## config.mk

```make
export PLATFORM = sky130hd
export DESIGN_NAME = v3a_sqrt_cell
export DESIGN_NICKNAME = d
export VERILOG_FILES = /design/src/hw/rtl/v3a_pkg.sv /design/src/hw/rtl/v3a_sqrt_cell.sv
export SDC_FILE = /design/constraint.sdc
export NUM_CORES = 1
export LEC_CHECK = 0
export ABC_AREA = 1
export BUFFER_PORTS_ARGS = -buffer_cell sky130_fd_sc_hd__buf_2
export CORE_UTILIZATION = 53
export DETAILED_ROUTE_END_ITERATION = 16
export GPL_TIMING_DRIVEN = 0
export PLACE_DENSITY = 0.84
export SLEW_MARGIN = 10
export SYNTH_ARGS = -nofsm -noshare
export SYNTH_HDL_FRONTEND = slang
export SYNTH_SLANG_ARGS = --single-unit
```

## constraint.sdc

```tcl
create_clock -name clk -period 3.7 [get_ports clk]
set_input_delay 1.11 -clock clk [delete_from_list [all_inputs] [get_ports clk]]
set_output_delay 1.11 -clock clk [all_outputs]
set_load 0.05 [all_outputs]
```

## src/hw/rtl/v3a_pkg.sv

```systemverilog
// shared command codes and control group type for the vector unit
package v3a_pkg;

  localparam logic [2:0] CMD_ADD    = 3'd0;
  localparam logic [2:0] CMD_SUB    = 3'd1;
  localparam logic [2:0] CMD_SCALE  = 3'd2;
  localparam logic [2:0] CMD_NEG    = 3'd3;
  localparam logic [2:0] CMD_DOT    = 3'd4;
  localparam logic [2:0] CMD_CROSS  = 3'd5;
  localparam logic [2:0] CMD_LENGTH = 3'd6;
  localparam logic [2:0] CMD_NORM   = 3'd7;

  typedef struct packed {
    logic       vld;
    logic [2:0] cmd;
    logic       ovf;
  } v3a_ctl_t;

endpackage

```

## src/hw/rtl/v3a_sqrt_cell.sv

```systemverilog
// one root bit of the square root chain
module v3a_sqrt_cell #(
  parameter int WORD_BITS = 32,
  parameter int SIDE_BITS = 1
) (
  input  logic                     clk,
  input  logic                     rst,
  input  logic                     en,
  input  v3a_pkg::v3a_ctl_t        ctl_in,
  input  logic [WORD_BITS+1:0]     rem_in,
  input  logic [WORD_BITS-1:0]     root_in,
  input  logic [2*WORD_BITS-1:0]   rad_in,
  input  logic [SIDE_BITS-1:0]     side_in,
  output v3a_pkg::v3a_ctl_t        ctl_out,
  output logic [WORD_BITS+1:0]     rem_out,
  output logic [WORD_BITS-1:0]     root_out,
  output logic [2*WORD_BITS-1:0]   rad_out,
  output logic [SIDE_BITS-1:0]     side_out
);
  import v3a_pkg::*;

  logic [WORD_BITS+3:0] cur;
  logic [WORD_BITS+3:0] trial;
  logic [WORD_BITS+3:0] diff;
  logic                 take;

  assign cur   = {rem_in, rad_in[2*WORD_BITS-1 -: 2]};
  assign trial = {2'b00, root_in, 2'b01};
  assign take  = (cur >= trial);
  assign diff  = cur - trial;

  always_ff @(posedge clk) begin
    if (rst) begin
      ctl_out.vld <= 1'b0;
    end else if (en) begin
      ctl_out <= ctl_in;
    end
  end

  always_ff @(posedge clk) begin
    if (en) begin
      rem_out  <= take ? diff[WORD_BITS+1:0] : cur[WORD_BITS+1:0];
      root_out <= {root_in[WORD_BITS-2:0], take};
      rad_out  <= {rad_in[2*WORD_BITS-3:0], 2'b00};
      side_out <= side_in;
    end
  end

endmodule

```

==> run metrics <==
Max Clock Freq 0.338 GHz; Worst-Margin Slew 721 ps; MaxCap Viol Count 0; CTS sink cnt roughly 130; Starting Density 55.4%; Max IR drop VDD 0.000311 V; PortBufs between 200 and 300; routed via count 6187; largest net degree at the start of global routing 68; final setup violating endpoints 0; Pwr Density 512 nW/µm²; WP data arrival 3140 ps; syn_area_per_cell about 9.0 µm²; initial antenna violation count 1; max_slew headroom 51.4%; vias per cell 4.89; CP startpoint root_in[1]; Critical Path Sink Type flop; initial DRC count around 400; root buffer cell clkbuf_16; register area 4010 µm²; Die Wd 118 µm; YS warnings 0; synthesized area between 7000 and 8000 µm²; TNS Setup 0 ps; Final ANT Viol Nets 0; Synth Register Bits 134; fraction of layout cells with a size suffix above 1 30.0%; IO Pins 275; per-cell routed wire length roughly 15 µm; RSZ-0062 raised after global routing no; final hold slack 486 ps; sequential area share after synthesis 56.5%; Rows 41; RR Startpoint ctl_out[4]; GPL Wtd Cong about 0.9; Area Overhead vs Synth 30.6%; GRT Residual Overflow 0; cells after synthesis about 790; Leak Pwr 4.76 nW; Hold WC Path Type flop to flop; Post-Route WL ~19000 µm; Filler cells 1003; Pins Over Slew Limit 0; area leader, netlist edfxtp_1; Setup crit start kind input pin; Final Cycle Share approximately 80%; Nets 1252; Clock transition at path regs 60 ps; drt pass-1 iters 5; CTS tree done; CORE AREA about 13000 µm²; Crit Path Category input pin to flop; DRC 0; Total GRT Usage 28.4%; final hold violation count 0; Tmin final between 2000 and 3000 ps; hold_sp ctl_out[4]; Die Y-Extent 118 µm; hpwl dp 15000 µm; full die area 13900 µm²; first-pass GRT wire length 30200 µm; Worst Skew 0 ps; H-tree depth 4; Synth top area share 56.2%; hold buffer count at cts 0; CTS resizes 0; outcome finished, final reports clean; synth top area cells edfxtp_1 (56%), nand2_1 (15%), inv_1 (7.4%), ha_1 (6.0%), nor2_1 (2.9%); number of global-route vias before repair roughly 6000; WP data required 3880 ps; worst skew pair latency 420 ps; Post-CTS Setup Bufs 0; Num CTS Buffers 17; crit path max fanout 5; area of the multi-input gates 2500 µm²; Netlist cell types 26; clock buffer depth 2
[report_power, final]
part           switching, mW  leakage, nW  internal, mW
registers             0.0354         1.31          1.85
logic                  0.965         3.20         0.325
clock network          0.651        0.258         0.930
total                   1.65         4.76          3.10
[area by class of cell]
cell class                 instances  share of cell area, %
antenna                            1                 0.0269
buffer                             8                  0.768
clock buffer                      19                   4.66
clock inverter                    13                   1.37
inverter                         141                   5.73
multi-input combinational        504                   26.9
sequential                       134                   43.2
tap                              172                   2.32
timing repair buffer             273                   15.0
[cell families (layout without fill, tap and decap cells)]
kind of cell	after synthesis	count (layout)	synth area share, %
AO/OA/AOI/OAI	43	43	3.27
XOR/XNOR	18	18	2.22
adder cells (fa/ha/maj)	34	34	5.98
buffers and inverters	149	454	8.48
flip-flops	134	134	56.5
other	1	3	0.0527
AND/OR/NAND/NOR	407	407	23.5
[Yosys cell counts]
cell type  number
nand2_1       285
inv_1         140
edfxtp_1      133
nor2_1         54
nand3_1        38
ha_1           34
a21oi_1        25
xor2_1         15
o21ai_0        12
nand4_1         6
nor2_2          6
buf_4           5
nand2_2         5
nand3b_1        4
o21bai_1        4
buf_6           3
nor3_1          3
xnor2_1         3
a21oi_2         2
and2_1          2
nand3_2         2
conb_1          1
dfxtp_1         1
inv_4           1
nand2_8         1
nor4_1          1
[per-layer routing]
layer | share of wire [%] | routed length [µm] | vias to the layer above | global-route usage [%]
met5 | 0 | 0 | - | 0
met4 | 3.2 | 619 | 0 | 11.4
met3 | 6.2 | 1190 | 46 | 6.06
met2 | 51 | 9760 | 280 | 51.0
met1 | 39 | 7550 | 2763 | 32.9
li1 | - | - | 3098 | -
[worst paths after layout]
path                                     to  slack, ps  cells past startpoint
worst max-delay path            rem_out[21]        740                     14
worst min-delay path             ctl_out[4]        490                      2
worst max register to register   ctl_out[4]       3090                      2
worst min register to register   ctl_out[4]        490                      2
[sequential cells by signal, summed over array words and instances, names as in the netlist]
register and count:
rem_out 34, rad_out 62, side_out 1, ctl_out 5, root_out 32
[critical path: stages]
cell,delay (ps)
buf_2,90
inv_1,40
ha_1,360
nand2_1,140
inv_1,80
nand2_1,60
nand2_1,80
nor2_1,80
o21ai_0,580
nand2_1,210
nand2_1,100
nand2_1,50
nand3_1,100
nand2_1,50
[layout by cell type (no fill, tap or decap), drive strengths merged, types with 4 or more instances in the layout]
| cell type | count |
|---|---|
| nor2 | 60 |
| nand4 | 6 |
| nand2 | 291 |
| nand3 | 40 |
| buf | 281 |
| xor2 | 15 |
| clkbuf | 19 |
| a21oi | 27 |
| clkinv | 5 |
| edfxtp | 133 |
| o21bai | 4 |
| inv | 143 |
| nand3b | 4 |
| clkinvlp | 5 |
| ha | 34 |
| o21ai | 12 |
[metrics by stage]
step                util, %  power (mW)  cell area, µm²  std cells  setup WS, ps
finish                 72.4        4.76            9290       1265           740
global route           72.4        4.94            9290       1265           563
CTS                    72.4        4.78            9280       1264           782
detailed placement     68.0        3.20            8720       1232           355
global placement       67.8        3.17            8690       1231          -342
floorplan                 -        2.83            7110        787           967
No activity file was read; power rests on OpenSTA's default activity.
