`config.mk`:
```
export PLATFORM = sky130hd
export DESIGN_NAME = v3a_div_cell
export DESIGN_NICKNAME = d
export VERILOG_FILES = /design/src/hw/rtl/v3a_pkg.sv /design/src/hw/rtl/v3a_div_cell.sv
export SDC_FILE = /design/constraint.sdc
export NUM_CORES = 1
export LEC_CHECK = 0
export ABC_CLOCK_PERIOD_IN_PS = 3650
export BUFFER_PORTS_ARGS = -buffer_cell sky130_fd_sc_hd__buf_4
export CORE_AREA = 2 2 217 219
export CTS_CLUSTER_DIAMETER = 30
export CTS_CLUSTER_SIZE = 14
export DETAILED_ROUTE_END_ITERATION = 8
export DIE_AREA = 0 0 219 221
export PLACE_DENSITY = 0.61
export SETUP_SLACK_MARGIN = 0.3
export SLEW_MARGIN = 40
export SYNTH_ARGS = -nofsm -noshare
export SYNTH_HDL_FRONTEND = slang
export SYNTH_SLANG_ARGS = --single-unit
```
`constraint.sdc`:
```
create_clock -name clk -period 3.65 [get_ports clk]
set_clock_uncertainty 0.2 [all_clocks]
set_input_delay 0.365 -clock clk [delete_from_list [all_inputs] [get_ports clk]]
set_output_delay 0.365 -clock clk [all_outputs]
set_load 0.02 [all_outputs]
```
`src/hw/rtl/v3a_pkg.sv`:
```
// shared command codes and control group type for the vector unit
package v3a_pkg;

  localparam logic [2:0] CMD_ADD    = 3'd0;
  localparam logic [2:0] CMD_SUB    = 3'd1;
  localparam logic [2:0] CMD_SCALE  = 3'd2;
  localparam logic [2:0] CMD_NEG    = 3'd3;
  localparam logic [2:0] CMD_DOT    = 3'd4;
  localparam logic [2:0] CMD_CROSS  = 3'd5;
  localparam logic [2:0] CMD_LENGTH = 3'd6;
  localparam logic [2:0] CMD_NORM   = 3'd7;

  typedef struct packed {
    logic       vld;
    logic [2:0] cmd;
    logic       ovf;
  } v3a_ctl_t;

endpackage

```
`src/hw/rtl/v3a_div_cell.sv`:
```
// one quotient bit of the three-lane divide chain
module v3a_div_cell #(
  parameter int WORD_BITS = 32,
  parameter int FRAC_BITS = 16,
  parameter int SIDE_BITS = 1
) (
  input  logic                                   clk,
  input  logic                                   rst,
  input  logic                                   en,
  input  v3a_pkg::v3a_ctl_t                      ctl_in,
  input  logic [WORD_BITS-1:0]                   len_in,
  input  logic [2:0][WORD_BITS-1:0]              rem_in,
  input  logic [2:0][WORD_BITS+FRAC_BITS-1:0]    nq_in,
  input  logic [SIDE_BITS-1:0]                   side_in,
  output v3a_pkg::v3a_ctl_t                      ctl_out,
  output logic [WORD_BITS-1:0]                   len_out,
  output logic [2:0][WORD_BITS-1:0]              rem_out,
  output logic [2:0][WORD_BITS+FRAC_BITS-1:0]    nq_out,
  output logic [SIDE_BITS-1:0]                   side_out
);
  import v3a_pkg::*;

  localparam int NB = WORD_BITS + FRAC_BITS;

  logic [WORD_BITS:0] cur  [3];
  logic [WORD_BITS:0] diff [3];
  logic [2:0]         take;

  // numerator shifts out the top while quotient bits shift in below
  always_comb begin
    for (int i = 0; i < 3; i++) begin
      cur[i]  = {rem_in[i], nq_in[i][NB-1]};
      take[i] = (cur[i] >= {1'b0, len_in});
      diff[i] = cur[i] - {1'b0, len_in};
    end
  end

  always_ff @(posedge clk) begin
    if (rst) begin
      ctl_out.vld <= 1'b0;
    end else if (en) begin
      ctl_out <= ctl_in;
    end
  end

  always_ff @(posedge clk) begin
    if (en) begin
      len_out  <= len_in;
      side_out <= side_in;
      for (int i = 0; i < 3; i++) begin
        rem_out[i] <= take[i] ? diff[i][WORD_BITS-1:0] : cur[i][WORD_BITS-1:0];
        nq_out[i]  <= {nq_in[i][NB-2:0], take[i]};
      end
    end
  end

endmodule

```
==> results of run 1 <==
## worst paths after layout
path | start | endpoint | cells past startpoint
setup / recovery | rem_in[70] | rem_out[85] | 13
setup reg to reg | ctl_out[4] | ctl_out[4] | 3
hold reg to reg | ctl_out[4] | ctl_out[4] | 3
hold / removal | rem_in[82] | rem_out[83] | 3
## final cells by class
type                            count  area [um^2]
Timing Repair Buffer              949         7960
Sequential cell                   278         8340
Antenna cell                        4         10.0
Clock inverter                     47          520
Multi-Input combinational cell    867         6460
Tap cell                          607          759
Clock buffer                       80         1820
Inverter                           62          233
Fill cell                        3808        20000
## Yosys cell counts, types with 3 or more instances
master	n	area, um^2
a211oi_1	7	52.6
a21boi_0	4	30.0
a21o_1	48	360
a21oi_1	100	500
a31oi_1	8	50.1
and2_1	3	18.8
and3_1	11	68.8
and4_1	3	26.3
buf_2	8	40.0
buf_6	12	135
clkbuf_1	24	90.1
edfxtp_1	277	8320
fa_1	3	60.1
ha_1	96	1200
inv_1	62	233
mux2_2	26	293
mux2_4	29	435
mux2i_1	12	120
nand2_1	98	368
nand2b_1	15	93.8
nand3_1	22	110
nand4_1	21	131
nor2_1	60	225
nor2b_1	12	75.1
nor3_1	19	95.1
nor4_1	4	25.0
nor4b_1	4	35.0
o211ai_1	6	45.0
o21a_1	12	90.1
o21ai_0	58	290
o21ai_1	33	165
o21bai_1	10	75.1
o31a_1	5	43.8
o31ai_1	12	90.1
or2_2	3	18.8
or3_1	6	37.5
xnor2_1	43	377
xor2_1	30	263
## per-layer routing
layer / GRT usage, % / part of all wire, %
met2: 45.9 / 51
met3: 5.14 / 7.0
met1: 29.9 / 38
met5: 0 / 0
met4: 12.8 / 4.5
## state kept, by name, indices dropped and copies added, names as in the netlist
name,count
ctl_out,5
rem_out,96
side_out,1
len_out,32
nq_out,144
## cell families (layout without fill, tap and decap cells)
group           Yosys count  count (layout)  share of synthesized area (%)
fa+ha+maj                99              99                           8.29
flops                   278             278                           54.8
compound gates          333             333                           14.3
mux                      69              69                           5.72
simple gates            293             293                           9.44
buf+inv                 106            1138                           3.27
xor+xnor                 73              73                           4.20
other cells               0               4                              0
## where the power goes
part	total, mW	switching (mW)	internal, mW	leakage, nW
registers	4.08	0.128	3.95	2.72
clock network	6.17	2.01	4.16	1.14
logic	3.27	1.73	1.55	7.61
## tightest hold or removal path, cell delays in order
cell     delay, ns
buf_4         0.13
inv_1         0.05
mux2i_1       0.10
## what timing repair did
item                                    CTS  global route
resized for setup                         0            15
hold endpoints to repair                276            12
endpoints found under the setup margin    0            86
hold buffers                            273             1
setup buffers                             0             7
==> qor.csv, run 1 <==
stage,metric,value,unit
synth,number of synthesized flops with an enable pin,277,
sta,setup violators final,0,
critical_path,Startpoint Class,input port,
sta,worst-margin pin slew,0.663,ns
floorplan,Ports,559,
final_layout,final core area utilization,56.7,%
floorplan,Die Width,219,um
grt,GR Util All Layers,26.0,%
critical_path,CP endpoint kind,register,
critical_path,CP max stage delay,0.54,ns
clock_network,H-Tree Depth,3,
power_and_ir_drop,PD cells,518,mW/mm^2
synth,Gate Count Post-Synth,1251,
sta,Final min period,3.28,ns
critical_path,WP buf/inv,3,
drt,DRC viols,0,
synth,synthesized area per cell,12.2,um^2
place,Setup WS pre-CTS,-0.244,ns
floorplan,Initial Utilization,33.0,%
drt,Total Wirelength,65.0,mm
final_layout,area grow syn2layout,71.6,%
grt,initial antenna violation count,3,
run_status,status,"finished, final reports clean",
grt,vias in the first global route,14920,
clock_network,maximum buffer depth of the clock tree,3,
sta,Max Freq,305,MHz
synth,sequential cell area fraction in the yosys report,54.8,%
clock_network,Root Buffer,clkbuf_16,
synth,Synth cell types,74,
sta,fin crit share,89.8,%
synth,Syn Nets,1631,
place,placed cell areas,0.0208,mm^2
critical_path,CP Cell Sequence,dlygate4sd3_1 -> buf_4 -> ha_1 -> and3_1 -> o211a_1 -> o31a_1 -> or3_1 -> nand3b_2 -> o21ai_2 -> buf_4 -> nor3b_1 -> or3_1 -> mux2_4,
grt,first-pass GRT wire length,92.7,mm
drt,vias,14485,
synth,register bit total from synthesis,278,
clock_network,clock sinks,278,
min_path,Hold Crit Class,in -> reg,
final_layout,Final nets,2608,
drt,Pre-Repair DR Iteration Count,5,
sta,RSZ-0062 raised after global routing,false,
critical_path,r2r setup slk,2.25,ns
drt,vias per cell,5.01,
critical_path,crit path max fanout,5,
floorplan,Core ar.,0.0461,mm^2
critical_path,worst endpoint required time,3.78,ns
critical_path,CP max stage cell,dlygate4sd3_1,
floorplan,row cnt,79,
final_layout,cell area after layout,0.0261,mm^2
flow_run,max_cap viols,0,
sta,setup TNS,0,ns
critical_path,Critical Path AT,3.40,ns
drt,WL/cell,22.5,um
clock_network,CTS tree,yes,
drt,antenna-violating nets left,0,
sta,final slew viol count,0,
synth,Post-synth ARST share,0,%
place,placed cells,2481,
synth,top_reg_cell synth,edfxtp_1,
final_layout,layout cell share with drive strength beyond 1,38.1,%
clock_network,Worst-path clk slew,0.04,ns
sta,max_slew headroom,55.3,%
grt,final global-route overflow total,0,
place,IO Port Bufs,558,
drt,DRT iter0 DRCs,889,
clock_network,CTS buffer count,70,
synth,Netlist Area Pre-Place,0.0152,mm^2
power_and_ir_drop,Pleak,11.5,nW
power_and_ir_drop,total power,13.5,mW
final_layout,"commonest non-fill, non-tap cells in the layout","buf_4, edfxtp_1, dlygate4sd3_1, a21oi_1, nand2_1",
grt,largest net degree at the start of global routing,90,
power_and_ir_drop,VDD IR max,0.000400,V
place,Final GP Congestion,0.972,
floorplan,full die area,0.0484,mm^2
clock_network,Clock Latency Late Sink,0.59,ns
critical_path,crit path kind,in -> reg,
place,dpl hpwl,49.0,mm
floorplan,die span in y,221,um
synth,Synthesis Warnings,0,
sta,worst hold margin,0.0589,ns
sta,final hold vios,0,
final_layout,"most common cell after layout, fill and taps aside",buf_4,
final_layout,final cell count without fillers,2894,
critical_path,family with the most delay on the worst path,simple AND/OR/NAND/NOR gates,
sta,Final WS setup,0.371,ns
(Power assumes the default switching activity.)
==> inputs of run 2 (changes only) <==
==> constraint.sdc (replaced) <==
create_clock -name clk -period 3.65 [get_ports clk]
set_clock_uncertainty 0.2 [all_clocks]
set_input_delay 0.1825 -clock clk [delete_from_list [all_inputs] [get_ports clk]]
set_output_delay 0.1825 -clock clk [all_outputs]
set_load 0.02 [all_outputs]
==> run 2 against run 1 <==
Non-clock buffer count down 55; clock power up 11%; fmax down 0.63%; first-iteration DRC count up 11%; critical path type unchanged; largest cell class unchanged.
==> qor.csv, run 2 (same netlist as run 1, synthesis figures left out) <==
stage,metric,value,unit
power_and_ir_drop,VDD IR max,0.000390,V
critical_path,CP endpoint kind,register,
drt,antenna-violating nets left,0,
flow_run,max_cap viols,0,
place,dpl hpwl,48.6,mm
grt,initial antenna violation count,6,
place,Final GP Congestion,0.922,
sta,Final min period,3.30,ns
drt,WL/cell,23.3,um
final_layout,top flop regs,"nq_out (144), rem_out (96), len_out (32)",
final_layout,fillers,3727,
drt,vias,14509,
sta,Max Freq,303,MHz
critical_path,crit path kind,in -> reg,
critical_path,Critical Path AT,3.44,ns
clock_network,CTS tree,yes,
floorplan,Die Width,219,um
min_path,Hold Crit Class,in -> reg,
sta,setup TNS,0,ns
critical_path,CP max stage delay,0.53,ns
final_layout,cell area after layout,0.0261,mm^2
drt,Pre-Repair DR Iteration Count,5,
clock_network,H-Tree Depth,3,
critical_path,worst endpoint required time,3.79,ns
floorplan,Core ar.,0.0461,mm^2
clock_network,Root Buffer,clkbuf_16,
sta,max_slew headroom,50.9,%
drt,vias per cell,5.08,
grt,largest net degree at the start of global routing,80,
sta,setup violators final,0,
final_layout,max reg flops,144,
floorplan,Initial Utilization,33.0,%
floorplan,full die area,0.0484,mm^2
power_and_ir_drop,PD cells,544,mW/mm^2
final_layout,area grow syn2layout,71.5,%
sta,RSZ-0062 raised after global routing,true,
drt,DRT iter0 DRCs,991,
sta,final hold vios,0,
grt,GR Util All Layers,26.2,%
place,IO Port Bufs,558,
final_layout,"commonest non-fill, non-tap cells in the layout","buf_4, dlygate4sd3_1, edfxtp_1, nand2_1, a21oi_1",
grt,final global-route overflow total,0,
power_and_ir_drop,Pleak,11.3,nW
grt,vias in the first global route,14977,
clock_network,maximum buffer depth of the clock tree,3,
drt,DRC viols,0,
clock_network,CTS buffer count,79,
final_layout,layout cell share with drive strength beyond 1,37.4,%
clock_network,clock sinks,278,
clock_network,Clock Latency Late Sink,0.60,ns
critical_path,CP max stage cell,dlygate4sd3_1,
critical_path,Startpoint Class,input port,
floorplan,die span in y,221,um
clock_network,Worst-path clk slew,0.04,ns
final_layout,Final nets,2562,
final_layout,Reg with most FFs,nq_out,
place,placed cell areas,0.0203,mm^2
floorplan,row cnt,79,
run_status,status,"finished, final reports clean",
sta,fin crit share,90.4,%
floorplan,Ports,559,
critical_path,WP buf/inv,4,
sta,final slew viol count,0,
final_layout,"most common cell after layout, fill and taps aside",buf_4,
critical_path,crit path max fanout,23,
critical_path,CP Cell Sequence,dlygate4sd3_1 -> buf_4 -> inv_1 -> ha_2 -> and3_1 -> o211a_1 -> o31a_1 -> or3_1 -> nand3b_2 -> o21ai_4 -> a31oi_4 -> a22oi_4 -> buf_12 -> mux2_1,
sta,worst-margin pin slew,0.737,ns
critical_path,family with the most delay on the worst path,buffers and inverters,
grt,first-pass GRT wire length,93.2,mm
drt,Total Wirelength,66.5,mm
-- run 2: final timing paths --
check                                start     endpoint  cells past startpoint  slack [ns]
worst max-delay path             len_in[7]  rem_out[84]                     14        0.35
worst min register to register  ctl_out[4]   ctl_out[4]                      3        0.92
worst max register to register  ctl_out[4]   ctl_out[4]                      3        2.25
worst min-delay path            len_in[13]  len_out[13]                      2        0.10
-- run 2: through the flow --
stage          instances  total power [mW]  worst slack [ns]  util, %  hold WS, ns
6_report            2856              14.2             0.351     56.6        0.101
3_5_place_dp        2417              7.00             0.114     44.1        0.152
3_3_place_gp        2417              6.99             0.154     44.1        0.152
5_1_grt             2855              14.7             0.239     56.6       0.0896
2_1_floorplan       1251              5.68             0.645        -       0.0549
4_1_cts             2840              14.2             0.311     56.0       0.0718
-- run 2: metal layers --
metal  global-route usage [%]  up-vias  share of wire (%)
met1                     29.0     7026                 37
met4                     16.7        0                6.6
met3                     5.83      168                7.1
met2                     45.2      684                 49
met5                        0        -                  0
li1                         -     6631                  -
-- run 2: timing repair --
action,4_1_cts,5_1_grt
endpoints found under the hold margin,352,0
setup buffers,0,6
hold buffers,281,0
resized for setup,0,44
setup endpoints to repair,0,95
-- run 2: final cells by class --
type	instances	area, um^2	share of cell area (%)
flip-flops and latches	278	8340	32.0
repair buffers	894	7550	28.9
multi-input cells	867	6540	25.1
clock buffers	94	2080	7.96
well taps	607	759	2.91
clock inverters	48	568	2.18
inverters	62	240	0.921
diodes	6	15.0	0.0575
-- run 2: report_power, final --
part           internal, mW  switching [mW]  leakage, nW  total, mW
Combinational          1.50            1.73         7.34       3.23
Sequential             3.96           0.130         2.72       4.08
Clock                  4.63            2.24         1.25       6.87
